==> src/rtl/sacl_fifo.sv <==
// two-entry queue between front and back end
// depends on nothing beyond its width parameter
`timescale 1ns / 1ps

module sacl_fifo #(
   parameter int WIDTH = 47
) (
   input  logic             clock,
   input  logic             reset,
   input  logic             in_valid,
   output logic             in_ready,
   input  logic [WIDTH-1:0] in_data,
   output logic             out_valid,
   input  logic             out_ready,
   output logic [WIDTH-1:0] out_data
);

   logic [WIDTH-1:0] slot_ff [2];
   logic             wr_ptr_ff, rd_ptr_ff;
   logic [1:0]       count_ff;
   logic             push, pop;

   assign in_ready  = (count_ff != 2'd2);
   assign out_valid = (count_ff != 2'd0);
   assign out_data  = slot_ff[rd_ptr_ff];
   assign push      = in_valid && in_ready;
   assign pop       = out_valid && out_ready;

   always_ff @(posedge clock) begin
      if (reset) begin
         wr_ptr_ff <= 1'b0;
         rd_ptr_ff <= 1'b0;
         count_ff  <= 2'd0;
      end else begin
         if (push) begin
            wr_ptr_ff <= ~wr_ptr_ff;
         end
         if (pop) begin
            rd_ptr_ff <= ~rd_ptr_ff;
         end
         count_ff <= count_ff + {1'b0, push} - {1'b0, pop};
      end
      if (push) begin
         slot_ff[wr_ptr_ff] <= in_data;
      end
   end

endmodule

==> config.mk <==
export PLATFORM = sky130hd
export DESIGN_NAME = sacl_fifo
export DESIGN_NICKNAME = d
export VERILOG_FILES = /design/src/rtl/sacl_fifo.sv
export SDC_FILE = /design/constraint.sdc
export NUM_CORES = 1
export LEC_CHECK = 0
export BUFFER_PORTS_ARGS = -buffer_cell sky130_fd_sc_hd__buf_2
export CAP_MARGIN = 25
export CORE_ASPECT_RATIO = 0.7
export CORE_MARGIN = 4
export CORE_UTILIZATION = 52
export CTS_CLUSTER_DIAMETER = 50
export CTS_CLUSTER_SIZE = 28
export DETAILED_ROUTE_END_ITERATION = 12
export HOLD_SLACK_MARGIN = 0.06
export MAX_ROUTING_LAYER = met4
export PLACE_DENSITY = 0.79
export SYNTH_ARGS = -nofsm -noshare
export SYNTH_HDL_FRONTEND = slang
export SYNTH_SLANG_ARGS = --single-unit
==> constraint.sdc <==
create_clock -name clock -period 3.75 [get_ports clock]
set_input_delay 0.1875 -clock clock [delete_from_list [all_inputs] [get_ports clock]]
set_output_delay 0.1875 -clock clock [all_outputs]
set_load 0.1 [all_outputs]
==> flow_summary_export.csv, run 1 <==
group,metric,value,unit
run_status,outcome,"completed",
synth,ys_types,17,
timing,slew_viol_final,0,
worst_setup_path,cp_max_fo,20,
synth,synth-seq-cells,99,
timing,fin_crit_sh,59.1,%
timing,hold_slack,0.268,ns
timing,worst_pin_slew,0.653,ns
hold_path,min_path_type,"in -> reg",
routing,drt_iter0_drc,81,
timing,relSlewSlack,56.4,%
clock_tree,clockRootBuffer,"clkbuf_8",
clock_tree,cts_sinks,99,
final_layout,post-route-util,74.0,%
clock_tree,ctsHtreeMaxLevel,3,
grt,overflow,0,
synth,synth.yosys.seq_area_share,78.0,%
pwr,clkPwrFrac,19.4,%
grt,grt_max_degree,31,
worst_setup_path,required,3.56,ns
synth,synth_cells,170,
final_layout,diodes,0,
worst_setup_path,crit_chain,"buf_4 -> mux2_2 -> buf_2",
grt,grt_use_total,16.6,%
clock_tree,clkLatencyLatePin,0.36,ns
clock_tree,cts_tree,"yes",
clock_tree,cts_setup_buffers,0,
worst_setup_path,cpMaxStageDelayCell,"dfxtp_2",
routing,via_per_inst,4.72,
synth,synth_fp_nets,223,
timing,fin_crit,2.22,ns
final_layout,drive_gt1_share,51.8,%
floorplanning,die_height,79,µm
pwr,p_seq_share,34.6,%
routing,drtAntennaViolNets,0,
pwr,combPwrFrac,46.0,%
timing,finalSetupTns,0,ns
final_layout,area_growth,36.1,%
grt,grt_pass1_wl,10200,µm
routing,wl_per_cell,15.4,µm
floorplanning,rows,25,
worst_setup_path,worstSetupPathType,"reg -> out",
place,routabilityCongestion,0.718,
floorplanning,die_x,109,µm
timing,fmax,0.451,GHz
worst_setup_path,startpoint_type,"register",
timing,rsz0062_at_grt,"no",
final_layout,instances_no_fill,426,
timing,setup_viol,0,
floorplanning,start_util,54.4,%
clock_tree,clockBufferDepth,2,
timing,hold_violations,0,
pwr,p_int,2270,µW
worst_setup_path,arrival,2.03,ns
final_layout,final.fill_count,444,
floorplanning,core_area,0.00688,mm²
run,cap_viol_max_count,0,
synth,syn-cell-area,0.00374,mm²
place,portBuffers,99,
grt,antenna_found_initial,0,
pwr,p_per_area,824,mW/mm²
place,hpwl,4110,µm
floorplanning,io_pins,100,
routing,dr_total_vias,2010,
pwr,leakage,0.00201,µW
floorplanning,dieArea,0.00864,mm²
worst_setup_path,slowest_delay,0.59,ns
routing,drtPass1Iterations,4,
routing,wl,6550,µm
pwr,total_power,4200,µW
timing,skew,0.00444,ns
synth,synth.avg_cell_area,22.0,µm²
pwr,power_switching,1920,µW
pwr,peakVddDrop,0.000480,V
grt,grt_pass1_vias,2092,
synth,yosysWarnings,0,
clock_tree,tritoncts.num_buffers,9,
routing,drc,0,
worst_setup_path,crit_path_end_kind,"primary output",
clock_tree,clk_pin_slew,0.09,ns
place,dp.cells,362,
pwr,swShare,45.8,%
final_layout,finalNetCount,380,
[registers in the layout, summed over array words and instances, names as in the netlist, named ones only]
register,flops
wr_ptr_ff,1
slot_ff,94
rd_ptr_ff,1
count_ff,2
[per-stage QoR]
step	area [µm²]	worst slack, ns
4_1_cts	5090	1.50
3_3_place_gp	4340	1.81
5_1_grt	5090	1.43
6_report	5090	1.53
2_1_floorplan	3740	0.291
3_5_place_dp	4360	1.76
[layout make-up]
class                   instances  area, µm²  area share [%]
repair buffers                151       1020            20.0
multi-input cells              65        777            15.3
clock inverters                 7        130            2.55
clock buffers                   9        124            2.43
well taps                      94        118            2.31
flip-flops and latches         99       2920            57.4
inverters                       1       3.75          0.0737
[worst paths after layout]
path                            slack [ns]                      end              startpoint  cells past startpoint
worst max-delay path                  1.53              out_data[7]                register                      3
worst min-delay path                  0.27   rd_ptr_ff$_SDFFE_PP0P_               out_ready                      4
worst max register to register        1.78  slot_ff[0][4]$_DFFE_PP_  count_ff[0]$_SDFF_PP0_                      4
worst min register to register        0.53   rd_ptr_ff$_SDFFE_PP0P_  rd_ptr_ff$_SDFFE_PP0P_                      2
[power by group through the flow]
| stage | registers, µW | clock network (µW) | logic [µW] |
|---|---|---|---|
| after floorplan | 1450 | 0 | 1690 |
| after global placement | 1470 | 0 | 1880 |
| after detailed placement | 1480 | 0 | 1900 |
| after CTS | 1450 | 839 | 1940 |
| after global routing | 1470 | 896 | 2010 |
| final | 1450 | 817 | 1930 |
[worst max-delay path, delay by kind of cell, from the launching register on]
| kind | cells | cell delay [ns] |
|---|---|---|
| buf+inv | 2 | 0.69 |
| mux | 1 | 0.39 |
| flops | 1 | 0.59 |
[kinds of logic (layout without fill, tap and decap cells)]
| logic type | after synthesis | in the layout | synth area share (%) |
|---|---|---|---|
| adder cells (fa/ha/maj) | 2 | 2 | 0.668 |
| buffers and inverters | 6 | 168 | 1.44 |
| XOR/XNOR | 3 | 3 | 0.702 |
| AO/OA/AOI/OAI | 1 | 1 | 0.201 |
| AND/OR/NAND/NOR | 11 | 11 | 1.50 |
| multiplexers | 48 | 48 | 17.4 |
| flip-flops | 99 | 99 | 78.0 |
[per-layer routing]
metal / up-vias / share of wire (%) / wire length (µm) / global-route usage [%]
met5: - / 0 / 0 / -
met4: 0 / 1.5 / 98 / 5.98
met3: 13 / 8.3 / 542 / 5.44
met2: 79 / 49 / 3230 / 27.2
met1: 944 / 41 / 2680 / 19.3
li1: 974 / - / - / -
[layout by cell type (no fill, tap or decap), types with 2 or more instances in the layout]
master / synthesis / final
ha_1: 2 / 2
dfxtp_1: 5 / 4
bufinv_16: 0 / 3
nor2_1: 5 / 4
inv_8: 0 / 2
mux2_2: 18 / 18
mux2_4: 30 / 30
dlygate4sd3_1: 0 / 48
xnor2_1: 2 / 2
buf_4: 0 / 3
buf_2: 1 / 99
clkbuf_8: 0 / 9
edfxtp_1: 94 / 94
nor2b_1: 2 / 2
[what timing repair did]
item / CTS / global route
endpoints found under the hold margin: 98 / 0
hold buffers: 48 / 0
gates resized for setup: 0 / 0
[cells in the mapped netlist, drive strengths merged]
library cell   n  area, µm²
and3           1       6.26
nor2           5       18.8
nand2b         1       8.76
nor2b          2       12.5
edfxtp        94       2820
buf            5       50.0
nand2          1       3.75
xor2           1       8.76
mux2          48        653
or2            1       6.26
xnor2          2       17.5
o21a           1       7.51
dfxtp          5        100
inv            1       3.75
ha             2       25.0
No activity file was read; power rests on OpenSTA's default activity.
==> inputs of run 2 (changes only) <==
--- a/config.mk
+++ b/config.mk
@@ -5,17 +5,18 @@
 export SDC_FILE = /design/constraint.sdc
 export NUM_CORES = 1
 export LEC_CHECK = 0
+export ABC_AREA = 1
 export BUFFER_PORTS_ARGS = -buffer_cell sky130_fd_sc_hd__buf_2
 export CAP_MARGIN = 25
 export CORE_ASPECT_RATIO = 0.7
 export CORE_MARGIN = 4
-export CORE_UTILIZATION = 52
+export CORE_UTILIZATION = 47
 export CTS_CLUSTER_DIAMETER = 50
 export CTS_CLUSTER_SIZE = 28
 export DETAILED_ROUTE_END_ITERATION = 12
 export HOLD_SLACK_MARGIN = 0.06
 export MAX_ROUTING_LAYER = met4
-export PLACE_DENSITY = 0.79
+export PLACE_DENSITY = 0.75
 export SYNTH_ARGS = -nofsm -noshare
 export SYNTH_HDL_FRONTEND = slang
 export SYNTH_SLANG_ARGS = --single-unit
==> constraint.sdc (replaced) <==
create_clock -name clock -period 1.9 [get_ports clock]
set_input_delay 0.095 -clock clock [delete_from_list [all_inputs] [get_ports clock]]
set_output_delay 0.095 -clock clock [all_outputs]
set_load 0.1 [all_outputs]
==> run 2 against run 1 <==
Total power grew 110%. Global-route usage fell by 1.7 points. Final cell count increased by 4.5%.
==> flow_summary_export.csv, run 2 <==
group,metric,value,unit
routing,drt_iter0_drc,93,
grt,grt_pass1_vias,2204,
timing,fmax,0.597,GHz
grt,antenna_found_initial,0,
clock_tree,cts_sinks,99,
pwr,p_per_area,1650,mW/mm²
hold_path,min_path_type,"in -> reg",
worst_setup_path,worstSetupPathType,"reg -> out",
pwr,leakage,0.00209,µW
timing,hold_violations,0,
clock_tree,clkLatencyLatePin,0.33,ns
synth,synth.yosys.seq_area_share,77.8,%
clock_tree,cts_tree,"yes",
clock_tree,ctsHtreeMaxLevel,3,
clock_tree,tritoncts.num_buffers,9,
final_layout,final-seq-area,0.00292,mm²
worst_setup_path,rr_worst_depth,10,
grt,grt_pass1_wl,10800,µm
final_layout,multi_input_area,779,µm²
timing,worst_pin_slew,0.501,ns
floorplanning,core_area,0.00755,mm²
routing,drtAntennaViolNets,0,
worst_setup_path,cp_max_fo,25,
run_status,outcome,"completed",
routing,drtPass1Iterations,4,
final_layout,mostFrequentLayoutCells,"buf_2, edfxtp_1, dlygate4sd3_1",
worst_setup_path,startpoint_type,"register",
final_layout,final.fill_count,496,
grt,grt_max_degree,29,
final_layout,diodes,0,
floorplanning,io_pins,100,
place,portBuffers,99,
synth,synth_cells,183,
routing,met1_length,3070,µm
synth,synth_flop_cell,"edfxtp_1",
final_layout,drive_gt1_share,48.7,%
pwr,total_power,8670,µW
timing,setup_viol,0,
worst_setup_path,required,1.80,ns
timing,fin_crit,1.67,ns
synth,synth.most_common_cell,"edfxtp_1",
timing,relSlewSlack,66.8,%
floorplanning,start_util,49.8,%
worst_setup_path,cpMaxStageDelayCell,"dfxtp_2",
final_layout,largest_register_ffs,94,
synth,synth_common_cells,"edfxtp_1, mux2_4, mux2_2, nor2_1",
grt,grt_use_total,14.9,%
routing,wl,6920,µm
clock_tree,clockBufferDepth,2,
grt,overflow,0,
timing,skew,0.00490,ns
routing,dr_total_vias,2118,
floorplanning,rows,26,
final_layout,finalInstanceArea,0.00527,mm²
worst_setup_path,crit_path_end_kind,"primary output",
worst_setup_path,slowest_delay,0.37,ns
clock_tree,clockRootBuffer,"clkbuf_16",
worst_setup_path,arrival,1.58,ns
final_layout,area_growth,40.1,%
synth,yosysWarnings,0,
synth,synth-seq-cells,99,
timing,fin_crit_sh,88.1,%
synth,ys_types,12,
routing,top_layer_used,"met4",
routing,drc,0,
final_layout,finalNetCount,396,
timing,slew_viol_final,0,
routing,via_per_inst,4.76,
routing,routed-wl-met2,3370,µm
hold_path,hold_depth,4,
place,hpwl,4380,µm
place,place_area,0.00447,mm²
floorplanning,die_height,82.8,µm
run,cap_viol_max_count,0,
synth,synth.avg_cell_area,20.5,µm²
final_layout,final_common_cell,"buf_2",
worst_setup_path,crit_chain,"buf_12 -> mux2_2 -> buf_2",
timing,finalSetupTns,0,ns
pwr,peakVddDrop,0.00119,V
final_layout,top_regs,"slot_ff: 94 flops, count_ff: 2 flops",
final_layout,max_flop_register,"slot_ff",
floorplanning,dieArea,0.00951,mm²
floorplanning,die_x,115,µm
synth,async_reset_ff_share,0,%
routing,wl_met3,444,µm
synth,synth_edf_count,94,
synth,synth_area_leaders,"edfxtp_1, mux2_4, mux2_2, dfxtp_1, buf_6",
routing,wl_per_cell,15.6,µm
synth,syn-cell-area,0.00376,mm²
place,routabilityCongestion,0.829,
synth,synth_top_area_cell,"edfxtp_1",
clock_tree,clk_pin_slew,0.06,ns
timing,rsz0062_at_grt,"no",
synth,yosysTopAreaCellShare,75.1,%
synth,synth_fp_nets,236,
## run 2: cell type report
| type | instances | share of cell area (%) |
|---|---|---|
| flip-flops and latches | 99 | 55.5 |
| repair buffers | 154 | 20.9 |
| multi-input cells | 71 | 14.8 |
| clock buffers | 11 | 4.42 |
| well taps | 98 | 2.33 |
| clock inverters | 4 | 1.45 |
| inverters | 8 | 0.641 |
## run 2: what timing repair did
action                    in CTS  in global routing
hold endpoints to repair      97                  0
buffers inserted               0                  0
resized for setup              0                  0
hold buffers                  49                  0
## run 2: logic make-up after synthesis
logic type	after synthesis	share of synthesized area [%]
and+or+nand+nor	20	2.10
buffers and inverters	13	2.13
AOI/OAI and AO/OA	2	0.266
DFF	99	77.8
adders and majority gates	2	0.666
muxes	47	17.1
## run 2: worst paths after layout
check / start / end / slack [ns]
worst min register to register: rd_ptr_ff$_SDFFE_PP0P_ / rd_ptr_ff$_SDFFE_PP0P_ / 0.52
worst max register to register: count_ff[0]$_SDFF_PP0_ / count_ff[1]$_SDFF_PP0_ / 0.31
worst min-delay path: out_ready / register / 0.09
worst max-delay path: register / out_data[3] / 0.23
## run 2: per-layer routing
metal | track usage, % | vias to the layer above
li1 | - | 1011
met1 | 19.3 | 1024
met2 | 23.6 | 77
met3 | 4.72 | 6
met4 | 2.56 | 0
met5 | - | -
## run 2: worst max-delay path: cells and delay by family, from the launching register on
family	cells	cell delay (ns)
buffers and inverters	2	0.51
muxes	1	0.37
DFF	1	0.37
## run 2: power breakdown
part / switching (µW) / total, µW / internal [µW]
clock: 700 / 1850 / 1150
sequential: 106 / 2870 / 2760
combinational: 3030 / 3950 / 918
total: 3840 / 8670 / 4830
## run 2: per-stage QoR
step | cells | setup WS [ns] | hold slack (ns) | util, %
6_report | 445 | 0.226 | 0.0871 | 69.8
5_1_grt | 445 | 0.177 | 0.103 | 69.8
4_1_cts | 445 | 0.211 | 0.0790 | 69.8
3_5_place_dp | 381 | 0.358 | 0.272 | 59.2
3_3_place_gp | 381 | 0.408 | 0.264 | 59.2
2_1_floorplan | 183 | 0.00126 | 0.166 | -
