--- config.mk ---
export PLATFORM = sky130hd
export DESIGN_NAME = sacl_front
export DESIGN_NICKNAME = d
export VERILOG_FILES = /design/src/rtl/sacl_pkg.sv /design/src/rtl/sacl_front.sv
export SDC_FILE = /design/constraint.sdc
export NUM_CORES = 1
export LEC_CHECK = 0
export BUFFER_PORTS_ARGS = -buffer_cell sky130_fd_sc_hd__buf_2
export CAP_MARGIN = 30
export CORE_MARGIN = 4
export CORE_UTILIZATION = 36
export CTS_CLUSTER_DIAMETER = 50
export CTS_CLUSTER_SIZE = 12
export DETAILED_ROUTE_END_ITERATION = 6
export GPL_TIMING_DRIVEN = 0
export PLACE_DENSITY = 0.62
export SYNTH_ARGS = -nofsm -noshare
export SYNTH_HDL_FRONTEND = slang
export SYNTH_SLANG_ARGS = --single-unit
export TNS_END_PERCENT = 10
--- constraint.sdc ---
create_clock -name clock -period 13.68 [get_ports clock]
set_clock_uncertainty 0.05 [all_clocks]
set_input_delay 1.368 -clock clock [delete_from_list [all_inputs] [get_ports clock]]
set_output_delay 1.368 -clock clock [all_outputs]
set_load 0.02 [all_outputs]
--- src/rtl/sacl_pkg.sv ---
// types, constants and helpers for the set-associative lru cache model
// used by every module of the block but the queue; depends on nothing
`timescale 1ns / 1ps

package sacl_pkg;

   localparam int DEF_MAX_SET_BITS = 6;
   localparam int DEF_MAX_WAYS     = 8;
   localparam int DEF_TOTAL_LINES  = 512;
   localparam int MAX_BLOCK_BITS   = 16;

   localparam logic [1:0] KIND_FETCH  = 2'd0;
   localparam logic [1:0] KIND_LOAD   = 2'd1;
   localparam logic [1:0] KIND_STORE  = 2'd2;
   localparam logic [1:0] KIND_MODIFY = 2'd3;

   localparam logic [1:0] REG_SET_BITS   = 2'd0;
   localparam logic [1:0] REG_WAYS       = 2'd1;
   localparam logic [1:0] REG_BLOCK_BITS = 2'd2;

   typedef struct packed {
      logic [1:0]  kind;
      logic [31:0] address;
   } req_type;

   typedef struct packed {
      logic        first_hit;
      logic        did_evict;
      logic [31:0] hit_total;
      logic [31:0] miss_total;
      logic [31:0] evict_total;
   } rsp_type;

   typedef struct packed {
      logic [2:0] set_bits;
      logic [3:0] ways;
      logic [4:0] block_bits;
   } cfg_type;

   typedef struct packed {
      logic        valid;
      logic [31:0] tag;
      logic [31:0] stamp;
   } entry_type;

   function automatic logic [31:0] sat_inc(input logic [31:0] v);
      return (v == 32'hFFFF_FFFF) ? v : v + 32'd1;
   endfunction

endpackage

--- src/rtl/sacl_front.sv ---
// front end: accepts transactions, splits the address, reduces the line base
// modulo the line count by reciprocal multiplication; depends on sacl_pkg
`timescale 1ns / 1ps

module sacl_front import sacl_pkg::*; #(
   parameter int MAX_SET_BITS = DEF_MAX_SET_BITS,
   parameter int MAX_WAYS     = DEF_MAX_WAYS,
   parameter int TOTAL_LINES  = DEF_TOTAL_LINES,
   parameter int JOB_W        = 2 + 32 + 9 + 4
) (
   input  logic             clock,
   input  logic             reset,
   input  cfg_type          cfg,
   input  logic             clear_done,
   input  logic             req_valid,
   output logic             req_ready,
   input  req_type          req_data,
   output logic             job_valid,
   input  logic             job_ready,
   output logic [JOB_W-1:0] job_data
);

   localparam int IDX_W  = (TOTAL_LINES > 1) ? $clog2(TOTAL_LINES) : 1;
   localparam int SET_W  = (MAX_SET_BITS > 0) ? MAX_SET_BITS : 1;
   localparam int WAY_W  = $clog2(MAX_WAYS + 1);
   localparam int BASE_W = SET_W + WAY_W;
   localparam int MOD_W  = ((BASE_W > IDX_W) ? BASE_W : IDX_W) + 1;
   localparam int PROD_W = BASE_W + MOD_W;
   // floor(2^BASE_W / line count): the quotient estimate is low by at most one
   localparam int RECIP  = (2 ** BASE_W) / TOTAL_LINES;

   typedef enum logic [1:0] {F_IDLE, F_MOD, F_FIX, F_PUSH} fstate_type;

   fstate_type        state_ff, state_in;
   logic [1:0]        kind_ff, kind_in;
   logic [31:0]       tag_ff, tag_in;
   logic [WAY_W-1:0]  nw_ff, nw_in;
   logic [BASE_W-1:0] base_ff, base_in;
   logic [BASE_W-1:0] quot_ff, quot_in;
   logic [IDX_W-1:0]  rem_ff, rem_in;

   logic [4:0]        sb, bb;
   logic [31:0]       shifted;
   logic [SET_W-1:0]  set_val;
   logic [WAY_W-1:0]  nw_val;
   logic [PROD_W-1:0] prod;
   logic [MOD_W-1:0]  part;

   assign req_ready = (state_ff == F_IDLE) && clear_done;
   assign job_valid = (state_ff == F_PUSH);
   assign job_data  = {kind_ff, tag_ff, rem_ff, nw_ff};

   always_comb begin
      sb = ({2'b00, cfg.set_bits} > 5'(MAX_SET_BITS)) ? 5'(MAX_SET_BITS)
                                                       : {2'b00, cfg.set_bits};
      bb = (cfg.block_bits > 5'(MAX_BLOCK_BITS)) ? 5'(MAX_BLOCK_BITS) : cfg.block_bits;
      shifted = req_data.address >> bb;
      set_val = shifted[SET_W-1:0] & ~({SET_W{1'b1}} << sb);
      if (cfg.ways == 4'd0) begin
         nw_val = WAY_W'(1);
      end else if ({1'b0, cfg.ways} > 5'(MAX_WAYS)) begin
         nw_val = WAY_W'(MAX_WAYS);
      end else begin
         nw_val = WAY_W'(cfg.ways);
      end
      // base mod line count: estimate the quotient, then one corrective subtract
      prod = PROD_W'(base_ff) * PROD_W'(RECIP);
      part = MOD_W'(base_ff) - MOD_W'(quot_ff) * MOD_W'(TOTAL_LINES);
      if (part >= MOD_W'(TOTAL_LINES)) begin
         part = part - MOD_W'(TOTAL_LINES);
      end

      state_in = state_ff;
      kind_in  = kind_ff;
      tag_in   = tag_ff;
      nw_in    = nw_ff;
      base_in  = base_ff;
      quot_in  = quot_ff;
      rem_in   = rem_ff;
      unique case (state_ff)
         F_IDLE: begin
            if (req_valid && req_ready) begin
               kind_in  = req_data.kind;
               tag_in   = req_data.address >> (6'(sb) + 6'(bb));
               nw_in    = nw_val;
               base_in  = BASE_W'(set_val) * BASE_W'(nw_val);
               state_in = F_MOD;
            end
         end
         F_MOD: begin
            quot_in  = prod[BASE_W +: BASE_W];
            state_in = F_FIX;
         end
         F_FIX: begin
            rem_in   = part[IDX_W-1:0];
            state_in = F_PUSH;
         end
         F_PUSH: begin
            if (job_ready) begin
               state_in = F_IDLE;
            end
         end
         default: state_in = F_IDLE;
      endcase
   end

   always_ff @(posedge clock) begin
      if (reset) begin
         state_ff <= F_IDLE;
      end else begin
         state_ff <= state_in;
      end
      kind_ff <= kind_in;
      tag_ff  <= tag_in;
      nw_ff   <= nw_in;
      base_ff <= base_in;
      quot_ff <= quot_in;
      rem_ff  <= rem_in;
   end

endmodule

==> qor.txt, run 1 <==
Worst R2R Path Depth: 5
CP arrival: 5.60 ns
PwrDens: 120 nW/um^2
Int Pwr: 0.487 mW
Share of layout cells above drive strength 1: 29.3%
Setup TNS: 0 ns
Die footprint: 16400 um^2
RSZ-0062 raised after global routing: no
Post-synthesis xor/xnor area fraction: 1.35%
Critical-path cell list: buf_2 > buf_4 > nor2b_1 > buf_6 > mux4_2 > a211o_1 > a21oi_1 > nor2_1 > fa_1 > inv_1 > fa_1 > inv_1 > ha_1 > nor2b_1 > o21a_1 > o21a_1 > o211ai_1 > xnor2_1
Final hold viol count: 0
Final #Nets: 682
Largest net degree at the start of global routing: 48
Clk pwr share: 27.8%
Routed Antenna Nets: 0
Max Cap Viol: 0
Die H: 128 um
Combinational share of power: 38.9%
First-pass GRT wire length: 23.3 mm
Clock Tree Root: clkbuf_16
F_max: 0.179 GHz
Tmin final: 5.60 ns
Post-CTS Setup Inserts: 0
Avg WL per Cell: 18.5 um
Post-Synth Simple-Gate Area: 14.2%
Vias per Instance: 5.66
Port bufs: 96
Iter 0 DRT Violations: 358
Sequential share of power: 33.3%
Startpoint Class: input pin
# clock sinks: 58
Synth Register Bits: 58
Peak per-stage delay on the critical path: 0.54 ns
Synth async-reset ratio: 0%
Synthesis-to-layout area growth: 18.9%
Die X: 128 um
HP Class: reg -> reg
Total GRT Usage: 17.6%
Placer Congestion: 0.958
Critical Path End Type: flip-flop
Net Sw Power: 0.253 mW
Starting density of the core: 37.0%
Hold_buf cts: 0
Post-synth EDFFs: 56
Synth Flop Type: edfxtp_1
Multiplexer area fraction after synthesis: 27.4%
GRT overflow: 0
Peak VDD IR: 0.0000564 V
Synthesized cell area: 5200 um^2
Number of antenna violations at the first check in global routing: 0
Setup violators final: 0
Final Slew Violations: 0
DP Wirelength: 11.5 mm
Crit share post-route: 40.9%
Placed Cells: 773
Largest area contributor in the netlist: edfxtp_1
Slowest cell on crit path: fa_1
Pleak: 2.60 nW
Top fanout value on the critical path: 10
Synth top area share: 32.3%
Largest cells by area after synthesis: edfxtp_1, mux4_2, mux2i_1, ha_1, mux2_2
Ys Warns: 0
Worst skew pair latency: 0.31 ns
Hold WS: 0.364 ns
Vias in the first global route: 4387
Compound-Gate Fraction of Synth Area: 10.1%
Adder-Cell Fraction of Synth Area: 7.79%
Core area: 14000 um^2
N_diodes: 0
CTS tree: yes
Synth unique cells: 55
H-tree Lvls: 3
Drt total wl: 14.6 mm
Post-CTS sizing: 0
Sequential share of the synthesized area: 33.1%
Avg Cell Area, Syn: 10.5 um^2
First-pass iteration count of the detailed router: 5
Mapped Nets: 575
Worst-Margin Slew: 0.944 ns
Io pins: 100
Hold path cells: 0
Clock Pin Slew Worst Setup and Hold Paths: 0.05 ns
Vias post-DR: 4461
Largest family of logic cells by synthesized area: multiplexers
Std-Cell Rows: 43
CP Data Required Time: 13.69 ns
Synth Instances: 497
Worst slew margin: 37.0%
Clk buf depth: 2
Post-route DRC: 0
WS Path Type: in -> reg
Place WS: 7.80 ns
Outcome: finished, final reports clean
Setup ws final: 8.08 ns
Net Sw Frac: 34.2%
Non-Filler Instances: 788
Cts bufs inserted: 9
-- layout make-up --
| class | count | area [um^2] |
|---|---|---|
| multi-input cells | 367 | 3170 |
| clock inverters | 5 | 46.3 |
| clock buffers | 10 | 229 |
| fillers | 1361 | 7860 |
| plain buffers | 39 | 190 |
| inverters | 33 | 124 |
| flip-flops and latches | 58 | 1720 |
| repair buffers | 96 | 480 |
| well taps | 180 | 225 |
-- through the flow --
stage               util, %  power [mW]  cell area (um^2)
floorplan                 -       0.450              5200
global placement       42.1       0.529              5910
detailed placement     42.1       0.535              5910
CTS                    44.0       0.743              6180
global route           44.0       0.781              6180
finish                 44.0       0.740              6180
-- synth_stat cells, types with 3 or more instances --
master,n
clkbuf_1,20
nor2b_1,9
a211oi_1,9
o21ai_0,17
mux2i_1,45
ha_1,18
a21oi_1,16
buf_6,3
and3_1,7
nand2_1,42
nor2_1,53
xnor2_1,6
nor3_1,6
mux2_2,20
nor3b_1,6
mux4_2,31
inv_1,33
buf_1,3
fa_1,9
buf_2,11
edfxtp_1,56
nand3_1,10
o22ai_1,11
o211ai_1,3
o21a_1,3
and2_1,7
-- layout by cell type, fill, tap and decap left out, types with 18 or more instances in the layout --
| master | n |
|---|---|
| buf_2 | 107 |
| clkbuf_1 | 21 |
| edfxtp_1 | 56 |
| ha_1 | 18 |
| inv_1 | 32 |
| mux2_2 | 20 |
| mux2i_1 | 45 |
| mux4_2 | 31 |
| nand2_1 | 42 |
| nor2_1 | 53 |
-- routing by layer --
metal  share of wire [%]  GRT usage [%]  vias up
li1                    -              -     2070
met5                   0              0        -
met2                  46           27.2      225
met1                  44           25.6     2152
met4                0.98           5.12        0
met3                 9.0           2.79       14
-- critical path, delay by kind of cell --
kind / cells / cell delay (ns)
multiplexers: 1 / 0.52
AO/OA/AOI/OAI: 5 / 1.25
XOR/XNOR: 1 / 0.09
adder cells (fa/ha/maj): 3 / 1.39
buffers and inverters: 5 / 0.52
AND/OR/NAND/NOR: 3 / 0.42
-- power groups by stage --
| stage | clock network [mW] | registers, mW | logic (mW) |
|---|---|---|---|
| 2_1_floorplan | 0 | 0.278 | 0.172 |
| 3_3_place_gp | 0 | 0.249 | 0.280 |
| 3_5_place_dp | 0 | 0.250 | 0.285 |
| 4_1_cts | 0.210 | 0.247 | 0.286 |
| 5_1_grt | 0.219 | 0.249 | 0.313 |
| 6_report | 0.206 | 0.246 | 0.288 |
-- logic make-up after synthesis --
family | count (synthesis)
AO/OA/AOI/OAI | 79
buffers and inverters | 72
multiplexers | 98
XOR/XNOR | 8
flip-flops | 58
adder cells (fa/ha/maj) | 27
AND/OR/NAND/NOR | 155
-- flip-flops by register name, summed over array words and instances, names as in the netlist --
| signal | cells |
|---|---|
| rem_ff | 9 |
| base_ff | 9 |
| tag_ff | 32 |
| kind_ff | 2 |
| nw_ff | 4 |
| state_ff | 2 |
-- final timing paths --
check / startpoint / end / slack [ns]
worst max register to register: state_ff[0]$_SDFFE_PP0P_ / base_ff[1]$_DFFE_PP_ / 11.72
worst min register to register: base_ff[1]$_DFFE_PP_ / rem_ff[1]$_DFFE_PP_ / 0.36
worst min-delay path: base_ff[1]$_DFFE_PP_ / rem_ff[1]$_DFFE_PP_ / 0.36
worst max-delay path: cfg[4] / base_ff[8]$_DFFE_PP_ / 8.08
Power figures use the tool's default switching activity.
==> inputs of run 2 (changes only) <==
PLACE_DENSITY = 0.64   (was 0.62)
clock period = 4.66 ns   (was 13.68 ns; I/O delays follow)
==> run 2 against run 1 <==
  * Power grew to 3.1 times the previous value
  * Hold slack worse by 0.085 ns
  * Wire length down 1.1%
  * Register-to-register slack worse by 9.0 ns
  * Worst setup slack worse by 7.9 ns
  * Sequential cell count stayed put
  * Global-route usage decreased by 0.22 points
  * Non-clock buffer count is 4 higher
  * Cell area is 1.8% higher
  * Die area unchanged
  * Sequential power grew to 2.9 times the previous value
  * First-iteration DRC count is 24% higher
  * Critical path type unchanged
  * Critical endpoint unchanged
==> qor.txt, run 2 (synthesis results as in run 1) <==
Tmin final: 4.52 ns
Pleak: 2.65 nW
Peak VDD IR: 0.000162 V
Crit share post-route: 96.9%
Startpoint Class: input pin
Cts bufs inserted: 9
Place WS: -0.334 ns
Hold WS: 0.278 ns
DP Wirelength: 11.4 mm
CTS tree: yes
F_max: 0.221 GHz
GRT overflow: 0
Io pins: 100
Int Pwr: 1.55 mW
HP Class: in -> reg
Iter 0 DRT Violations: 444
Die X: 128 um
Vias post-DR: 4554
Die footprint: 16400 um^2
Peak per-stage delay on the critical path: 0.48 ns
Worst skew pair latency: 0.31 ns
Placed Cells: 773
Biggest regs: tag_ff (32), base_ff (9), rem_ff (9)
First-pass iteration count of the detailed router: 4
M1 GR Usage: 25.5%
Drt total wl: 14.4 mm
Share of layout cells above drive strength 1: 30.7%
Vias per Instance: 5.73
Clock Pin Slew Worst Setup and Hold Paths: 0.05 ns
Max Cap Viol: 0
Final hold viol count: 0
Top reg by flops: tag_ff
Avg WL per Cell: 18.1 um
Post-route DRC: 0
Critical Path End Type: flip-flop
Port bufs: 96
Net Sw Frac: 32.5%
Routing usage on met2: 27.1%
PwrDens: 364 nW/um^2
Synthesis-to-layout area growth: 21.0%
Clk buf depth: 2
Clk pwr share: 31.4%
Critical-path cell list: buf_2 > buf_4 > clkbuf_1 > nor3b_1 > o21ai_0 > nand4_1 > a31oi_1 > and2_1 > fa_1 > inv_1 > fa_1 > inv_1 > ha_1 > nor2b_1 > o21a_1 > o21a_1 > o211ai_1 > xnor2_1
GR peak layer: met2
CP arrival: 4.52 ns
Die H: 128 um
Sequential share of power: 31.6%
Largest net degree at the start of global routing: 48
WS Path Type: in -> reg
First-pass GRT wire length: 23.0 mm
Commonest cells after routing, fill and taps aside: buf_2, edfxtp_1, nor2_1
Vias in the first global route: 4351
Worst slew margin: 37.9%
Final #Nets: 686
Setup violators final: 0
Clock Tree Root: clkbuf_16
Largest register FFs: 32
Slowest cell on crit path: clkbuf_1
Number of fill cells: 1356
Final Slew Violations: 0
Routed Antenna Nets: 0
Std-Cell Rows: 43
CP Data Required Time: 4.66 ns
Number of antenna violations at the first check in global routing: 2
Core area: 14000 um^2
Combinational share of power: 37.0%
Worst-Margin Slew: 0.930 ns
Non-Filler Instances: 795
Starting density of the core: 37.0%
RSZ-0062 raised after global routing: no
Top fanout value on the critical path: 10
Grt met3 use: 1.92%
Outcome: finished, final reports clean
Net Sw Power: 0.745 mW
Placer Congestion: 0.959
# clock sinks: 58
Total GRT Usage: 17.4%
Setup ws final: 0.143 ns
H-tree Lvls: 3
Most common cell after layout, fill and taps aside: buf_2
## run 2: changes by cell type in the layout (fill, tap and decap cells not counted), sizes merged
cell	before	now
bufinv	1	3
diode	0	2
buf	115	119
clkbuf	30	29
## run 2: area by class of cell
cell class | instances | area, um^2 | area share (%)
Tap cell | 180 | 225 | 3.58
Clock inverter | 7 | 108 | 1.71
Sequential cell | 58 | 1720 | 27.4
Inverter | 33 | 124 | 1.97
Multi-Input combinational cell | 367 | 3180 | 50.5
Timing Repair Buffer | 101 | 518 | 8.23
Antenna cell | 2 | 5.00 | 0.0795
Clock buffer | 9 | 225 | 3.58
Buffer | 38 | 190 | 3.02
## run 2: worst paths after layout
| kind | from | endpoint | slack [ns] | cells after the start |
|---|---|---|---|---|
| setup / recovery | cfg[4] | base_ff[8]$_DFFE_PP_ | 0.14 | 18 |
| hold / removal | req_data[32] | kind_ff[0]$_DFFE_PP_ | 0.28 | 1 |
| setup reg to reg | state_ff[0]$_SDFFE_PP0P_ | nw_ff[2]$_DFFE_PP_ | 2.71 | 5 |
| hold reg to reg | base_ff[2]$_DFFE_PP_ | rem_ff[2]$_DFFE_PP_ | 0.36 | 0 |
## run 2: worst max-delay path: cells and delay by family
family                   cells  cell delay, ns
AND/OR/NAND/NOR              4            0.69
XOR/XNOR                     1            0.10
buffers and inverters        5            0.91
AO/OA/AOI/OAI                5            1.32
adder cells (fa/ha/maj)      3            1.03
## run 2: per-stage QoR
stage | total power [mW] | util (%) | setup TNS, ns | instance area (um^2)
after CTS | 2.30 | 44.5 | 0 | 6240
after floorplan | 1.32 | - | 0 | 5200
after global routing | 2.41 | 44.8 | 0 | 6290
after global placement | 1.55 | 42.1 | -0.380 | 5910
after detailed placement | 1.57 | 42.1 | -0.426 | 5910
final | 2.29 | 44.8 | 0 | 6290
## run 2: power groups by stage
stage | Clock [mW] | Sequential (mW) | Combinational [mW]
after detailed placement | 0 | 0.735 | 0.835
after floorplan | 0 | 0.816 | 0.506
after global routing | 0.756 | 0.733 | 0.919
after CTS | 0.732 | 0.725 | 0.839
final | 0.719 | 0.723 | 0.848
after global placement | 0 | 0.732 | 0.819
## run 2: timing repair
item / in CTS / in global routing
endpoints found under the setup margin: 1 / 1
resized for setup: 1 / 5
buffers inserted: 0 / 5
hold buffers: 0 / 0
cloned: 0 / 0
## run 2: layer usage
layer | wire length (um) | part of all wire [%] | vias up
met1 | 6460 | 45 | 2208
li1 | - | - | 2079
met4 | 233 | 1.6 | 0
met2 | 6560 | 46 | 244
met3 | 1150 | 8.0 | 23
met5 | 0 | 0 | -
